[config.mk]
export PLATFORM = sky130hd
export DESIGN_NAME = min_max_contrast_stretch_flat
export DESIGN_NICKNAME = d
export VERILOG_FILES = /design/src/design/mmcs_pkg.sv /design/src/design/mmcs_if.sv /design/src/design/mmcs_div.sv /design/src/design/mmcs_mul.sv /design/src/design/min_max_contrast_stretch.sv /design/src/flat_wrapper.sv
export SDC_FILE = /design/constraint.sdc
export NUM_CORES = 2
export LEC_CHECK = 0
export ABC_AREA = 0
export BUFFER_PORTS_ARGS = -buffer_cell sky130_fd_sc_hd__buf_4
export CAP_MARGIN = 10
export CORE_MARGIN = 3
export CORE_UTILIZATION = 60
export CTS_BUF_LIST = sky130_fd_sc_hd__clkbuf_4 sky130_fd_sc_hd__clkbuf_8
export DETAILED_ROUTE_END_ITERATION = 7
export PLACE_DENSITY_LB_ADDON = 0.1
export SYNTH_ARGS = -nofsm -noshare
export SYNTH_HDL_FRONTEND = slang
export SYNTH_SLANG_ARGS = --single-unit
[constraint.sdc]
create_clock -name clk -period 7.27 [get_ports clk]
set_clock_uncertainty 0.05 [all_clocks]
set_input_delay 1.454 -clock clk [delete_from_list [all_inputs] [get_ports clk]]
set_output_delay 1.454 -clock clk [all_outputs]
set_load 0.05 [all_outputs]
[src/design/mmcs_pkg.sv]
// Shared types and constants for the min-max contrast stretch block.
package mmcs_pkg;

  // Command codes carried on the input channel.
  typedef logic [1:0] cmd_t;
  localparam cmd_t CMD_OBSERVE = 2'd0;
  localparam cmd_t CMD_FINISH  = 2'd1;
  localparam cmd_t CMD_CONVERT = 2'd2;

  // Result kinds.
  localparam logic KIND_SAMPLE = 1'b0;
  localparam logic KIND_OFFSET = 1'b1;

  localparam int unsigned GAIN_W   = 48;
  localparam logic [GAIN_W-1:0] GAIN_MAX = {GAIN_W{1'b1}};
  localparam logic [15:0] FS_RESET = 16'd2000;
  localparam int unsigned EXT_INT  = 9999;

  // Sequencer states of the top level.
  typedef enum logic [2:0] {
    ST_IDLE,
    ST_DIV,
    ST_MST,
    ST_MUL,
    ST_PUSH
  } mmcs_state_t;

  // Response of the multiply unit.
  typedef struct packed {
    logic        done;
    logic        sat;
    logic [31:0] value;
  } mmcs_mul_rsp_t;

endpackage

[src/design/mmcs_if.sv]
// Valid/ready channel interfaces for the input items and the result items.
interface mmcs_in_if;
  logic              valid;
  logic              ready;
  logic [1:0]        command;
  logic signed [31:0] sample;

  modport source (output valid, output command, output sample, input ready);
  modport sink   (input valid, input command, input sample, output ready);
endinterface

interface mmcs_out_if;
  logic              valid;
  logic              ready;
  logic signed [31:0] value;
  logic              kind;
  logic              saturated;

  modport source (output valid, output value, output kind, output saturated, input ready);
  modport sink   (input valid, input value, input kind, input saturated, output ready);
endinterface

[src/design/mmcs_div.sv]
// Restoring divider, one quotient bit per cycle, 32-bit divisor.
module mmcs_div
  import mmcs_pkg::*;
#(
  parameter int unsigned QW = 48
) (
  input  logic          clk,
  input  logic          rst_n,
  input  logic          start,
  input  logic [QW-1:0] dividend,
  input  logic [31:0]   divisor,
  output logic          done,
  output logic [QW-1:0] quotient
);

  localparam int unsigned CW = $clog2(QW + 1);

  logic [QW-1:0] num_r, num_nxt;
  logic [QW-1:0] quo_r, quo_nxt;
  logic [31:0]   den_r;
  logic [31:0]   rem_r, rem_nxt;
  logic [CW-1:0] cnt_r;
  logic          run_r;
  logic          done_r;
  logic [32:0]   rem_sh;
  logic          ge;
  logic          last;

  always_comb begin
    rem_sh  = {rem_r, num_r[QW-1]};
    ge      = rem_sh >= {1'b0, den_r};
    rem_nxt = ge ? 32'(rem_sh - {1'b0, den_r}) : rem_sh[31:0];
    quo_nxt = {quo_r[QW-2:0], ge};
    num_nxt = {num_r[QW-2:0], 1'b0};
    last    = cnt_r == CW'(QW - 1);
  end

  always_ff @(posedge clk) begin
    if (!rst_n) begin
      run_r  <= 1'b0;
      done_r <= 1'b0;
      cnt_r  <= '0;
    end else begin
      done_r <= run_r && last;
      if (start) begin
        run_r <= 1'b1;
        cnt_r <= '0;
      end else if (run_r) begin
        cnt_r <= cnt_r + CW'(1);
        if (last) begin
          run_r <= 1'b0;
        end
      end
    end
  end

  always_ff @(posedge clk) begin
    if (start) begin
      num_r <= dividend;
      den_r <= divisor;
      rem_r <= '0;
      quo_r <= '0;
    end else if (run_r) begin
      num_r <= num_nxt;
      rem_r <= rem_nxt;
      quo_r <= quo_nxt;
    end
  end

  assign done     = done_r;
  assign quotient = quo_r;

endmodule

[src/design/mmcs_mul.sv]
// Gain times difference over three 33x16 passes, then floor shift and clip.
module mmcs_mul
  import mmcs_pkg::*;
#(
  parameter int unsigned FRAC_BITS = 16
) (
  input  logic               clk,
  input  logic               rst_n,
  input  logic               start,
  input  logic [GAIN_W-1:0]  gain,
  input  logic signed [32:0] diff,
  output mmcs_mul_rsp_t      rsp
);

  localparam int unsigned AW = GAIN_W + 33;
  localparam logic [AW-1:0] RND = (AW'(1) << FRAC_BITS) - AW'(1);

  logic [32:0]       m_r;
  logic              neg_r;
  logic [GAIN_W-1:0] g_r;
  logic [AW-1:0]     acc_r;
  logic [1:0]        cnt_r;
  logic              run_r;
  logic              fin_r;
  logic              done_r;
  logic              sat_r;
  logic [31:0]       value_r;

  logic [48:0]   prod;
  logic [AW-1:0] acc_nxt;
  logic [AW-1:0] q;
  logic          sat_nxt;
  logic [31:0]   value_nxt;

  always_comb begin
    prod    = 49'(m_r) * 49'(g_r[GAIN_W-1 -: 16]);
    acc_nxt = {acc_r[AW-17:0], 16'b0} + AW'(prod);
    q       = (acc_r + (neg_r ? RND : '0)) >> FRAC_BITS;
    if (neg_r) begin
      sat_nxt   = q > AW'(33'h0_8000_0000);
      value_nxt = sat_nxt ? 32'h8000_0000 : 32'(32'd0 - q[31:0]);
    end else begin
      sat_nxt   = q > AW'(32'h7FFF_FFFF);
      value_nxt = sat_nxt ? 32'h7FFF_FFFF : q[31:0];
    end
  end

  always_ff @(posedge clk) begin
    if (!rst_n) begin
      run_r  <= 1'b0;
      fin_r  <= 1'b0;
      done_r <= 1'b0;
      cnt_r  <= '0;
    end else begin
      done_r <= fin_r;
      fin_r  <= run_r && (cnt_r == 2'd2);
      if (start) begin
        run_r <= 1'b1;
        cnt_r <= '0;
      end else if (run_r) begin
        cnt_r <= cnt_r + 2'd1;
        if (cnt_r == 2'd2) begin
          run_r <= 1'b0;
        end
      end
    end
  end

  always_ff @(posedge clk) begin
    if (start) begin
      neg_r <= diff[32];
      m_r   <= diff[32] ? 33'(~diff + 33'sd1) : 33'(diff);
      g_r   <= gain;
      acc_r <= '0;
    end else if (run_r) begin
      acc_r <= acc_nxt;
      g_r   <= {g_r[GAIN_W-17:0], 16'b0};
    end
    if (fin_r) begin
      sat_r   <= sat_nxt;
      value_r <= value_nxt;
    end
  end

  assign rsp.done  = done_r;
  assign rsp.sat   = sat_r;
  assign rsp.value = value_r;

endmodule

[src/design/min_max_contrast_stretch.sv]
// Top level of the min-max contrast stretch: extremes, gain and the sequencer.
//
//  channel   dir  signals                              transfer when
//  in_chan   in   command[1:0], sample[31:0]           valid && ready
//  out_chan  out  value[31:0], kind, saturated         valid && ready
//  cfg       in   cfg_we, cfg_wdata[15:0] (full_scale) cfg_we high
//
// An observe item leaves the sequencer idle and ready. Convert and finish items pass
// through ST_MST, ST_MUL, where the multiply unit makes its three 33x16 passes, and
// ST_PUSH, where the output is loaded; a finish over a spread range first waits in
// ST_DIV for the divider, one quotient bit per cycle, which a flat or empty pass skips.
// Reset is synchronous, active low, and needs no clearing pass.
// A stalled result waits in the output register; the next item is still taken.
module min_max_contrast_stretch
  import mmcs_pkg::*;
#(
  parameter int unsigned FRAC_BITS = 16
) (
  input  logic         clk,
  input  logic         rst_n,
  mmcs_in_if.sink      in_chan,
  mmcs_out_if.source   out_chan,
  input  logic         cfg_we,
  input  logic [15:0]  cfg_wdata
);

  localparam int unsigned QW = 16 + 2 * FRAC_BITS;
  localparam int unsigned WW = (QW > GAIN_W) ? QW : GAIN_W;
  localparam logic [63:0] EXT_RAW = 64'(EXT_INT) << FRAC_BITS;
  localparam logic [31:0] EXT_POS =
      (EXT_RAW > 64'h7FFF_FFFF) ? 32'h7FFF_FFFF : EXT_RAW[31:0];
  localparam logic [31:0] EXT_NEG =
      (EXT_RAW > 64'h8000_0000) ? 32'h8000_0000 : 32'(64'd0 - EXT_RAW);
  localparam logic [GAIN_W-1:0] GAIN_RESET = GAIN_W'(FS_RESET) << FRAC_BITS;

  mmcs_state_t state_r, state_nxt;

  logic [15:0]        full_scale_r;
  logic signed [31:0] low_r;
  logic signed [31:0] high_r;
  logic [GAIN_W-1:0]  gain_r;
  logic signed [31:0] offset_low_r;
  logic signed [31:0] sample_r;
  logic               kind_r;

  logic               out_valid_r;
  logic signed [31:0] out_value_r;
  logic               out_kind_r;
  logic               out_sat_r;

  logic               in_fire;
  logic               spread;
  logic               div_start;
  logic               div_done;
  logic [QW-1:0]      div_quo;
  logic [WW-1:0]      quo_wide;
  logic               mul_start;
  logic signed [32:0] mul_diff;
  mmcs_mul_rsp_t      mul_rsp;
  logic               push;
  logic               out_free;

  assign in_fire  = in_chan.valid && in_chan.ready;
  assign spread   = high_r > low_r;
  assign out_free = !out_valid_r || out_chan.ready;
  assign quo_wide = WW'(div_quo);

  // Next-state logic of the sequencer.
  always_comb begin
    state_nxt = state_r;
    unique case (state_r)
      ST_IDLE: begin
        if (in_fire) begin
          if (in_chan.command == CMD_FINISH) begin
            state_nxt = spread ? ST_DIV : ST_MST;
          end else if (in_chan.command == CMD_CONVERT) begin
            state_nxt = ST_MST;
          end
        end
      end
      ST_DIV: begin
        if (div_done) begin
          state_nxt = ST_MST;
        end
      end
      ST_MST: begin
        state_nxt = ST_MUL;
      end
      ST_MUL: begin
        if (mul_rsp.done) begin
          state_nxt = ST_PUSH;
        end
      end
      ST_PUSH: begin
        if (out_free) begin
          state_nxt = ST_IDLE;
        end
      end
      default: begin
        state_nxt = ST_IDLE;
      end
    endcase
  end

  // Sequencer outputs.
  always_comb begin
    in_chan.ready = state_r == ST_IDLE;
    div_start     = in_fire && (in_chan.command == CMD_FINISH) && spread;
    mul_start     = state_r == ST_MST;
    push          = (state_r == ST_PUSH) && out_free;
    if (kind_r == KIND_OFFSET) begin
      mul_diff = 33'sd0 - {offset_low_r[31], offset_low_r};
    end else begin
      mul_diff = {sample_r[31], sample_r} - {offset_low_r[31], offset_low_r};
    end
  end

  always_ff @(posedge clk) begin
    if (!rst_n) begin
      state_r      <= ST_IDLE;
      full_scale_r <= FS_RESET;
      low_r        <= EXT_POS;
      high_r       <= EXT_NEG;
      gain_r       <= GAIN_RESET;
      offset_low_r <= EXT_POS;
      out_valid_r  <= 1'b0;
    end else begin
      state_r <= state_nxt;
      if (cfg_we) begin
        full_scale_r <= cfg_wdata;
      end
      if (in_fire && (in_chan.command == CMD_OBSERVE)) begin
        if (in_chan.sample < low_r) begin
          low_r <= in_chan.sample;
        end
        if (in_chan.sample > high_r) begin
          high_r <= in_chan.sample;
        end
      end
      if (in_fire && (in_chan.command == CMD_FINISH)) begin
        // The low is latched for later conversions and the extremes re-armed.
        offset_low_r <= low_r;
        low_r        <= EXT_POS;
        high_r       <= EXT_NEG;
        if (!spread) begin
          gain_r <= GAIN_W'(full_scale_r) << FRAC_BITS;
        end
      end
      if (div_done) begin
        gain_r <= (quo_wide > WW'(GAIN_MAX)) ? GAIN_MAX : quo_wide[GAIN_W-1:0];
      end
      if (push) begin
        out_valid_r <= 1'b1;
      end else if (out_chan.ready) begin
        out_valid_r <= 1'b0;
      end
    end
  end

  always_ff @(posedge clk) begin
    if (in_fire) begin
      sample_r <= in_chan.sample;
      kind_r   <= (in_chan.command == CMD_FINISH) ? KIND_OFFSET : KIND_SAMPLE;
    end
    if (push) begin
      out_value_r <= mul_rsp.value;
      out_kind_r  <= kind_r;
      out_sat_r   <= mul_rsp.sat;
    end
  end

  mmcs_div #(
    .QW (QW)
  ) u_div (
    .clk      (clk),
    .rst_n    (rst_n),
    .start    (div_start),
    .dividend (QW'(full_scale_r) << (2 * FRAC_BITS)),
    .divisor  (32'(high_r - low_r)),
    .done     (div_done),
    .quotient (div_quo)
  );

  mmcs_mul #(
    .FRAC_BITS (FRAC_BITS)
  ) u_mul (
    .clk   (clk),
    .rst_n (rst_n),
    .start (mul_start),
    .gain  (gain_r),
    .diff  (mul_diff),
    .rsp   (mul_rsp)
  );

  assign out_chan.valid     = out_valid_r;
  assign out_chan.value     = out_value_r;
  assign out_chan.kind      = out_kind_r;
  assign out_chan.saturated = out_sat_r;

endmodule

[src/flat_wrapper.sv]
// flat-port wrapper written by rule: the top's interface ports become plain ports
module min_max_contrast_stretch_flat import mmcs_pkg::*;
#(
  parameter int unsigned FRAC_BITS = 16
)
  (clk, rst_n, cfg_we, cfg_wdata, in_chan_valid, in_chan_command, in_chan_sample, in_chan_ready, out_chan_valid, out_chan_value, out_chan_kind, out_chan_saturated, out_chan_ready);
  mmcs_in_if in_chan_i ();
  mmcs_out_if out_chan_i ();
  input  logic clk;
  input  logic rst_n;
  input  logic cfg_we;
  input  logic [15:0] cfg_wdata;
  input wire logic [$bits(in_chan_i.valid)-1:0] in_chan_valid;
  input wire logic [$bits(in_chan_i.command)-1:0] in_chan_command;
  input wire logic [$bits(in_chan_i.sample)-1:0] in_chan_sample;
  output wire logic [$bits(in_chan_i.ready)-1:0] in_chan_ready;
  output wire logic [$bits(out_chan_i.valid)-1:0] out_chan_valid;
  output wire logic [$bits(out_chan_i.value)-1:0] out_chan_value;
  output wire logic [$bits(out_chan_i.kind)-1:0] out_chan_kind;
  output wire logic [$bits(out_chan_i.saturated)-1:0] out_chan_saturated;
  input wire logic [$bits(out_chan_i.ready)-1:0] out_chan_ready;
  assign in_chan_i.valid = in_chan_valid;
  assign in_chan_i.command = in_chan_command;
  assign in_chan_i.sample = in_chan_sample;
  assign in_chan_ready = in_chan_i.ready;
  assign out_chan_valid = out_chan_i.valid;
  assign out_chan_value = out_chan_i.value;
  assign out_chan_kind = out_chan_i.kind;
  assign out_chan_saturated = out_chan_i.saturated;
  assign out_chan_i.ready = out_chan_ready;
  min_max_contrast_stretch #(.FRAC_BITS(FRAC_BITS)) u_core (.clk(clk), .rst_n(rst_n), .in_chan(in_chan_i), .out_chan(out_chan_i), .cfg_we(cfg_we), .cfg_wdata(cfg_wdata));
endmodule
==> results.yml <==
sta:
  worst_max_slew_pin_slew_ps: 1070
  fmaxAchievable_mhz: 140
  final_hold_viol_count: 0
  min_period_over_period_pct: 98.1
  finalWorstPathRequiredPeriod_ps: 7130
  setup_ws_ps: 137
  final-setup-viol-count: 0
  rsz0062_at_grt: "yes"
  slew_headroom_pct: 29.0
  final_max_slew_viols: 0
floorplan:
  row_count: 104
  io_count: 91
  initial_core_util_pct: 61.0
  design.die.area_sq_um: 86000
  placeableCoreArea_sq_um: 81200
  die_w_microns: 293
  dieHeight_microns: 293
hold_path:
  worstHoldPathType: "flop to flop"
  min-delay-start: "u_core.u_mul.value_r[3]"
  hold_depth: 0
  whs_endpoint: "u_core.out_chan.value[3]"
global_routing:
  grt.met3_usage_pct: 4.41
  global_route.usage.met1_pct: 41.7
  via_count_of_the_first_global_routing_pass: 38400
  grt_start_max_net_pins: 83
  groute.layer.met2.usage_pct: 48.3
  grt-busiest-layer: "met2"
  grt_util_all_layers_pct: 29.7
  grt_antenna_before_repair: 2
  grt-ovfl-total: 0
  grt_pass1_wl_microns: 206000
synthesis:
  synth_top_flop_cell: "sky130_fd_sc_hd__dfxtp_1"
  synth_edf_count: 230
  yosysTopAreaCell: "sky130_fd_sc_hd__fa_1"
  synth.area.top_cells: "sky130_fd_sc_hd__fa_1, sky130_fd_sc_hd__edfxtp_1, sky130_fd_sc_hd__dfxtp_1"
  ys_warn_count: 0
  yosysUniqueCellTypes: 83
  synthesis.nets: 6412
  register_bit_count_reported_by_yosys: 568
  post_synth_instance_area_sq_um: 49500
  sequential_share_of_the_synthesized_area_pct: 27.6
  synth_cells: 5571
  synth_area_per_cell_sq_um: 8.89
  synth-async-reset-ratio_pct: 0
  yosys.area.top_type_share_pct: 18.9
clock_network:
  cts_htree_levels: 3
  clock-root-buffer: "sky130_fd_sc_hd__clkbuf_8"
  clock_tree.buffer_depth: 3
  tritoncts_clock_tree: "yes"
  hold_buffer_count_at_cts: 0
  worst_skew_pair.late_latency_ps: 740
  tritoncts.num_buffers: 96
  cts.sink_count: 568
  worst_setup_hold_path_clk_slew_ps: 60
worst_setup_path:
  regToRegEndpoint: "u_core.u_mul.acc_r[52]"
  worst-endpoint-arrival_ps: 7680
  cp.required_ps: 7820
  timing.critical_path.fanout_max: 7
  critPathCaptureType: "flop"
  critical_path_class: "flop to flop"
  ff2ff_setup_slack_ps: 140
  ff_to_ff_start: "u_core.u_mul.m_r[5]"
  reg2regPathDepth: 25
  worst_setup_path_start_kind: "flop"
cells_and_area:
  flow.area_growth_from_synthesis_pct: 9.80
  post_route_cells_drive_above_1_share_pct: 9.40
  finish.net_count: 6495
detailed_routing:
  routed_wl_microns: 127000
  route.detailed.drc: 0
  dr_total_vias: 39100
  post_drt_via_cell_ratio: 5.75
  drt_iter0_drc: 2991
  ant_nets: 0
  1st_pass_router_iterations: 6
  wire_per_inst_microns: 18.7
placement:
  final_weighted_congestion_in_routability_driven_placement: 0.914
  place.detailed.hpwl_microns: 97700
  port-buffer-count: 90
  preCtsSetupSlack_ps: -40.4
run:
  timing.max_cap.violations: 0
outcome:
  run_status: "finished clean"
## cell families after synthesis
group / Yosys count / share of synthesized area (%)
and+or+nand+nor: 1838 / 17.8
buffers and inverters: 1070 / 8.14
AOI/OAI and AO/OA: 918 / 12.1
adders and majority gates: 786 / 26.9
DFF: 568 / 27.6
xor gates and xnor gates: 228 / 4.03
muxes: 163 / 3.38
## final cells by class
cell class / instances / area [sq um]
inverter: 791 / 2970
timing repair buffer: 264 / 2270
clock inverter: 51 / 464
antenna: 2 / 5.00
fill: 6708 / 26800
sequential: 568 / 13700
tap: 1060 / 1330
multi-input combinational: 3933 / 32100
clock buffer: 129 / 1600
## what timing repair did
item                                   CTS  global route
setup endpoints to repair               16            33
pin swaps                                0            13
resized for setup                        2            31
setup buffers                            6            32
gates cloned                             0             2
endpoints found under the hold margin    0             0
## through the flow
step	setup TNS [ps]	util (%)	cells	hold slack, ps	area (sq um)
floorplan	0	-	5571	350	49500
global placement	0	63.8	6576	351	51800
detailed placement	-133	63.8	6576	355	51800
CTS	0	66.4	6762	368	53900
global route	-895	67.0	6797	362	54400
finish	0	67.0	6798	347	54400
## state kept, by name (all words and copies together), names as in the netlist, 32 cells and up
name                   count
u_core.u_mul.acc_r        81
u_core.gain_r             48
u_core.u_div.quotient     48
u_core.u_mul.g_r          48
u_core.u_mul.m_r          33
u_core.high_r             32
u_core.low_r              32
u_core.offset_low_r       32
u_core.out_chan.value     32
u_core.sample_r           32
u_core.u_div.den_r        32
u_core.u_div.rem_r        32
u_core.u_mul.value_r      32
## placed cells by master, fill, tap and decap left out, types with 14 or more instances in the layout
cell type and n:
sky130_fd_sc_hd__a211oi_1 56, sky130_fd_sc_hd__a21boi_0 36, sky130_fd_sc_hd__a21o_1 101, sky130_fd_sc_hd__a21oi_1 217, sky130_fd_sc_hd__a22oi_1 14, sky130_fd_sc_hd__a31oi_1 43
sky130_fd_sc_hd__a32o_1 31, sky130_fd_sc_hd__and2_1 267, sky130_fd_sc_hd__and3_1 48, sky130_fd_sc_hd__buf_12 20, sky130_fd_sc_hd__buf_4 239, sky130_fd_sc_hd__clkbuf_4 28
sky130_fd_sc_hd__clkbuf_8 101, sky130_fd_sc_hd__clkinv_1 16, sky130_fd_sc_hd__clkinv_2 21, sky130_fd_sc_hd__dfxtp_1 336, sky130_fd_sc_hd__edfxtp_1 230, sky130_fd_sc_hd__fa_1 465
sky130_fd_sc_hd__ha_1 315, sky130_fd_sc_hd__inv_1 788, sky130_fd_sc_hd__mux2_2 33, sky130_fd_sc_hd__mux2i_1 129, sky130_fd_sc_hd__nand2_1 731, sky130_fd_sc_hd__nand2b_1 27
sky130_fd_sc_hd__nand3_1 145, sky130_fd_sc_hd__nand4_1 67, sky130_fd_sc_hd__nor2_1 274, sky130_fd_sc_hd__nor2b_1 76, sky130_fd_sc_hd__nor3_1 74, sky130_fd_sc_hd__nor4_1 36
sky130_fd_sc_hd__o211ai_1 28, sky130_fd_sc_hd__o21a_1 17, sky130_fd_sc_hd__o21ai_0 219, sky130_fd_sc_hd__o21bai_1 21, sky130_fd_sc_hd__o31ai_1 17, sky130_fd_sc_hd__or2_2 14
sky130_fd_sc_hd__or3_1 20, sky130_fd_sc_hd__xnor2_1 153, sky130_fd_sc_hd__xor2_1 75
## metal layers
metal	routed length, microns	up-vias
li1	-	18600
met1	56500	18900
met2	58400	1294
met3	8380	233
met4	3880	2
met5	14	-
## critical path, cell delays in order (launching register included)
cell and delay (ps):
sky130_fd_sc_hd__edfxtp_1 530, sky130_fd_sc_hd__buf_6 200, sky130_fd_sc_hd__buf_4 140, sky130_fd_sc_hd__and2_1 170
sky130_fd_sc_hd__fa_1 510, sky130_fd_sc_hd__fa_1 490, sky130_fd_sc_hd__fa_1 520, sky130_fd_sc_hd__fa_1 520
sky130_fd_sc_hd__fa_1 550, sky130_fd_sc_hd__inv_1 50, sky130_fd_sc_hd__fa_1 520, sky130_fd_sc_hd__inv_1 40
sky130_fd_sc_hd__ha_1 300, sky130_fd_sc_hd__buf_4 160, sky130_fd_sc_hd__a21o_1 200, sky130_fd_sc_hd__a31oi_1 230
sky130_fd_sc_hd__o21ai_2 110, sky130_fd_sc_hd__o21ba_4 250, sky130_fd_sc_hd__o21ai_2 140, sky130_fd_sc_hd__buf_4 140
sky130_fd_sc_hd__nand3_2 120, sky130_fd_sc_hd__a311oi_4 490, sky130_fd_sc_hd__clkbuf_16 250, sky130_fd_sc_hd__buf_4 110
sky130_fd_sc_hd__xor2_1 120, sky130_fd_sc_hd__o21ai_0 70
## worst max path at each step
stage | startpoint | end | slack (ps) | depth (start not counted)
2_1_floorplan | u_core.u_mul.g_r[37] | u_core.u_mul.acc_r[78] | 370 | 26
3_3_place_gp | u_core.u_mul.g_r[38] | u_core.u_mul.acc_r[75] | 90 | 24
3_5_place_dp | u_core.u_mul.m_r[4] | u_core.u_mul.acc_r[64] | -40 | 23
4_1_cts | u_core.u_mul.m_r[5] | u_core.u_mul.acc_r[64] | 30 | 26
5_1_grt | u_core.u_mul.m_r[9] | u_core.u_mul.acc_r[76] | -90 | 27
6_report | u_core.u_mul.m_r[5] | u_core.u_mul.acc_r[52] | 140 | 25
## synthesized netlist by cell type, types with 8 or more instances
cell	count
sky130_fd_sc_hd__inv_1	790
sky130_fd_sc_hd__nand2_1	731
sky130_fd_sc_hd__fa_1	468
sky130_fd_sc_hd__dfxtp_1	338
sky130_fd_sc_hd__ha_1	318
sky130_fd_sc_hd__nor2_1	275
sky130_fd_sc_hd__and2_1	267
sky130_fd_sc_hd__clkbuf_1	255
sky130_fd_sc_hd__edfxtp_1	230
sky130_fd_sc_hd__a21oi_1	226
sky130_fd_sc_hd__o21ai_0	222
sky130_fd_sc_hd__xnor2_1	153
sky130_fd_sc_hd__nand3_1	147
sky130_fd_sc_hd__mux2i_1	130
sky130_fd_sc_hd__a21o_1	101
sky130_fd_sc_hd__nor2b_1	77
sky130_fd_sc_hd__xor2_1	75
sky130_fd_sc_hd__nor3_1	74
sky130_fd_sc_hd__nand4_1	67
sky130_fd_sc_hd__a211oi_1	57
sky130_fd_sc_hd__and3_1	50
sky130_fd_sc_hd__a31oi_1	44
sky130_fd_sc_hd__a21boi_0	36
sky130_fd_sc_hd__nor4_1	36
sky130_fd_sc_hd__mux2_2	33
sky130_fd_sc_hd__a32o_1	31
sky130_fd_sc_hd__nand2b_1	28
sky130_fd_sc_hd__o211ai_1	28
sky130_fd_sc_hd__o21bai_1	22
sky130_fd_sc_hd__or3_1	20
sky130_fd_sc_hd__o31ai_1	18
sky130_fd_sc_hd__o21a_1	17
sky130_fd_sc_hd__buf_1	16
sky130_fd_sc_hd__a22oi_1	14
sky130_fd_sc_hd__or2_2	14
sky130_fd_sc_hd__and4_1	13
sky130_fd_sc_hd__nand3b_1	10
sky130_fd_sc_hd__a2111oi_0	8
sky130_fd_sc_hd__a31o_2	8
sky130_fd_sc_hd__o22ai_1	8
Power is left out: the tool's default activity adds up to more than one toggle a clock period on the data nets, which glitch-free logic cannot reach.
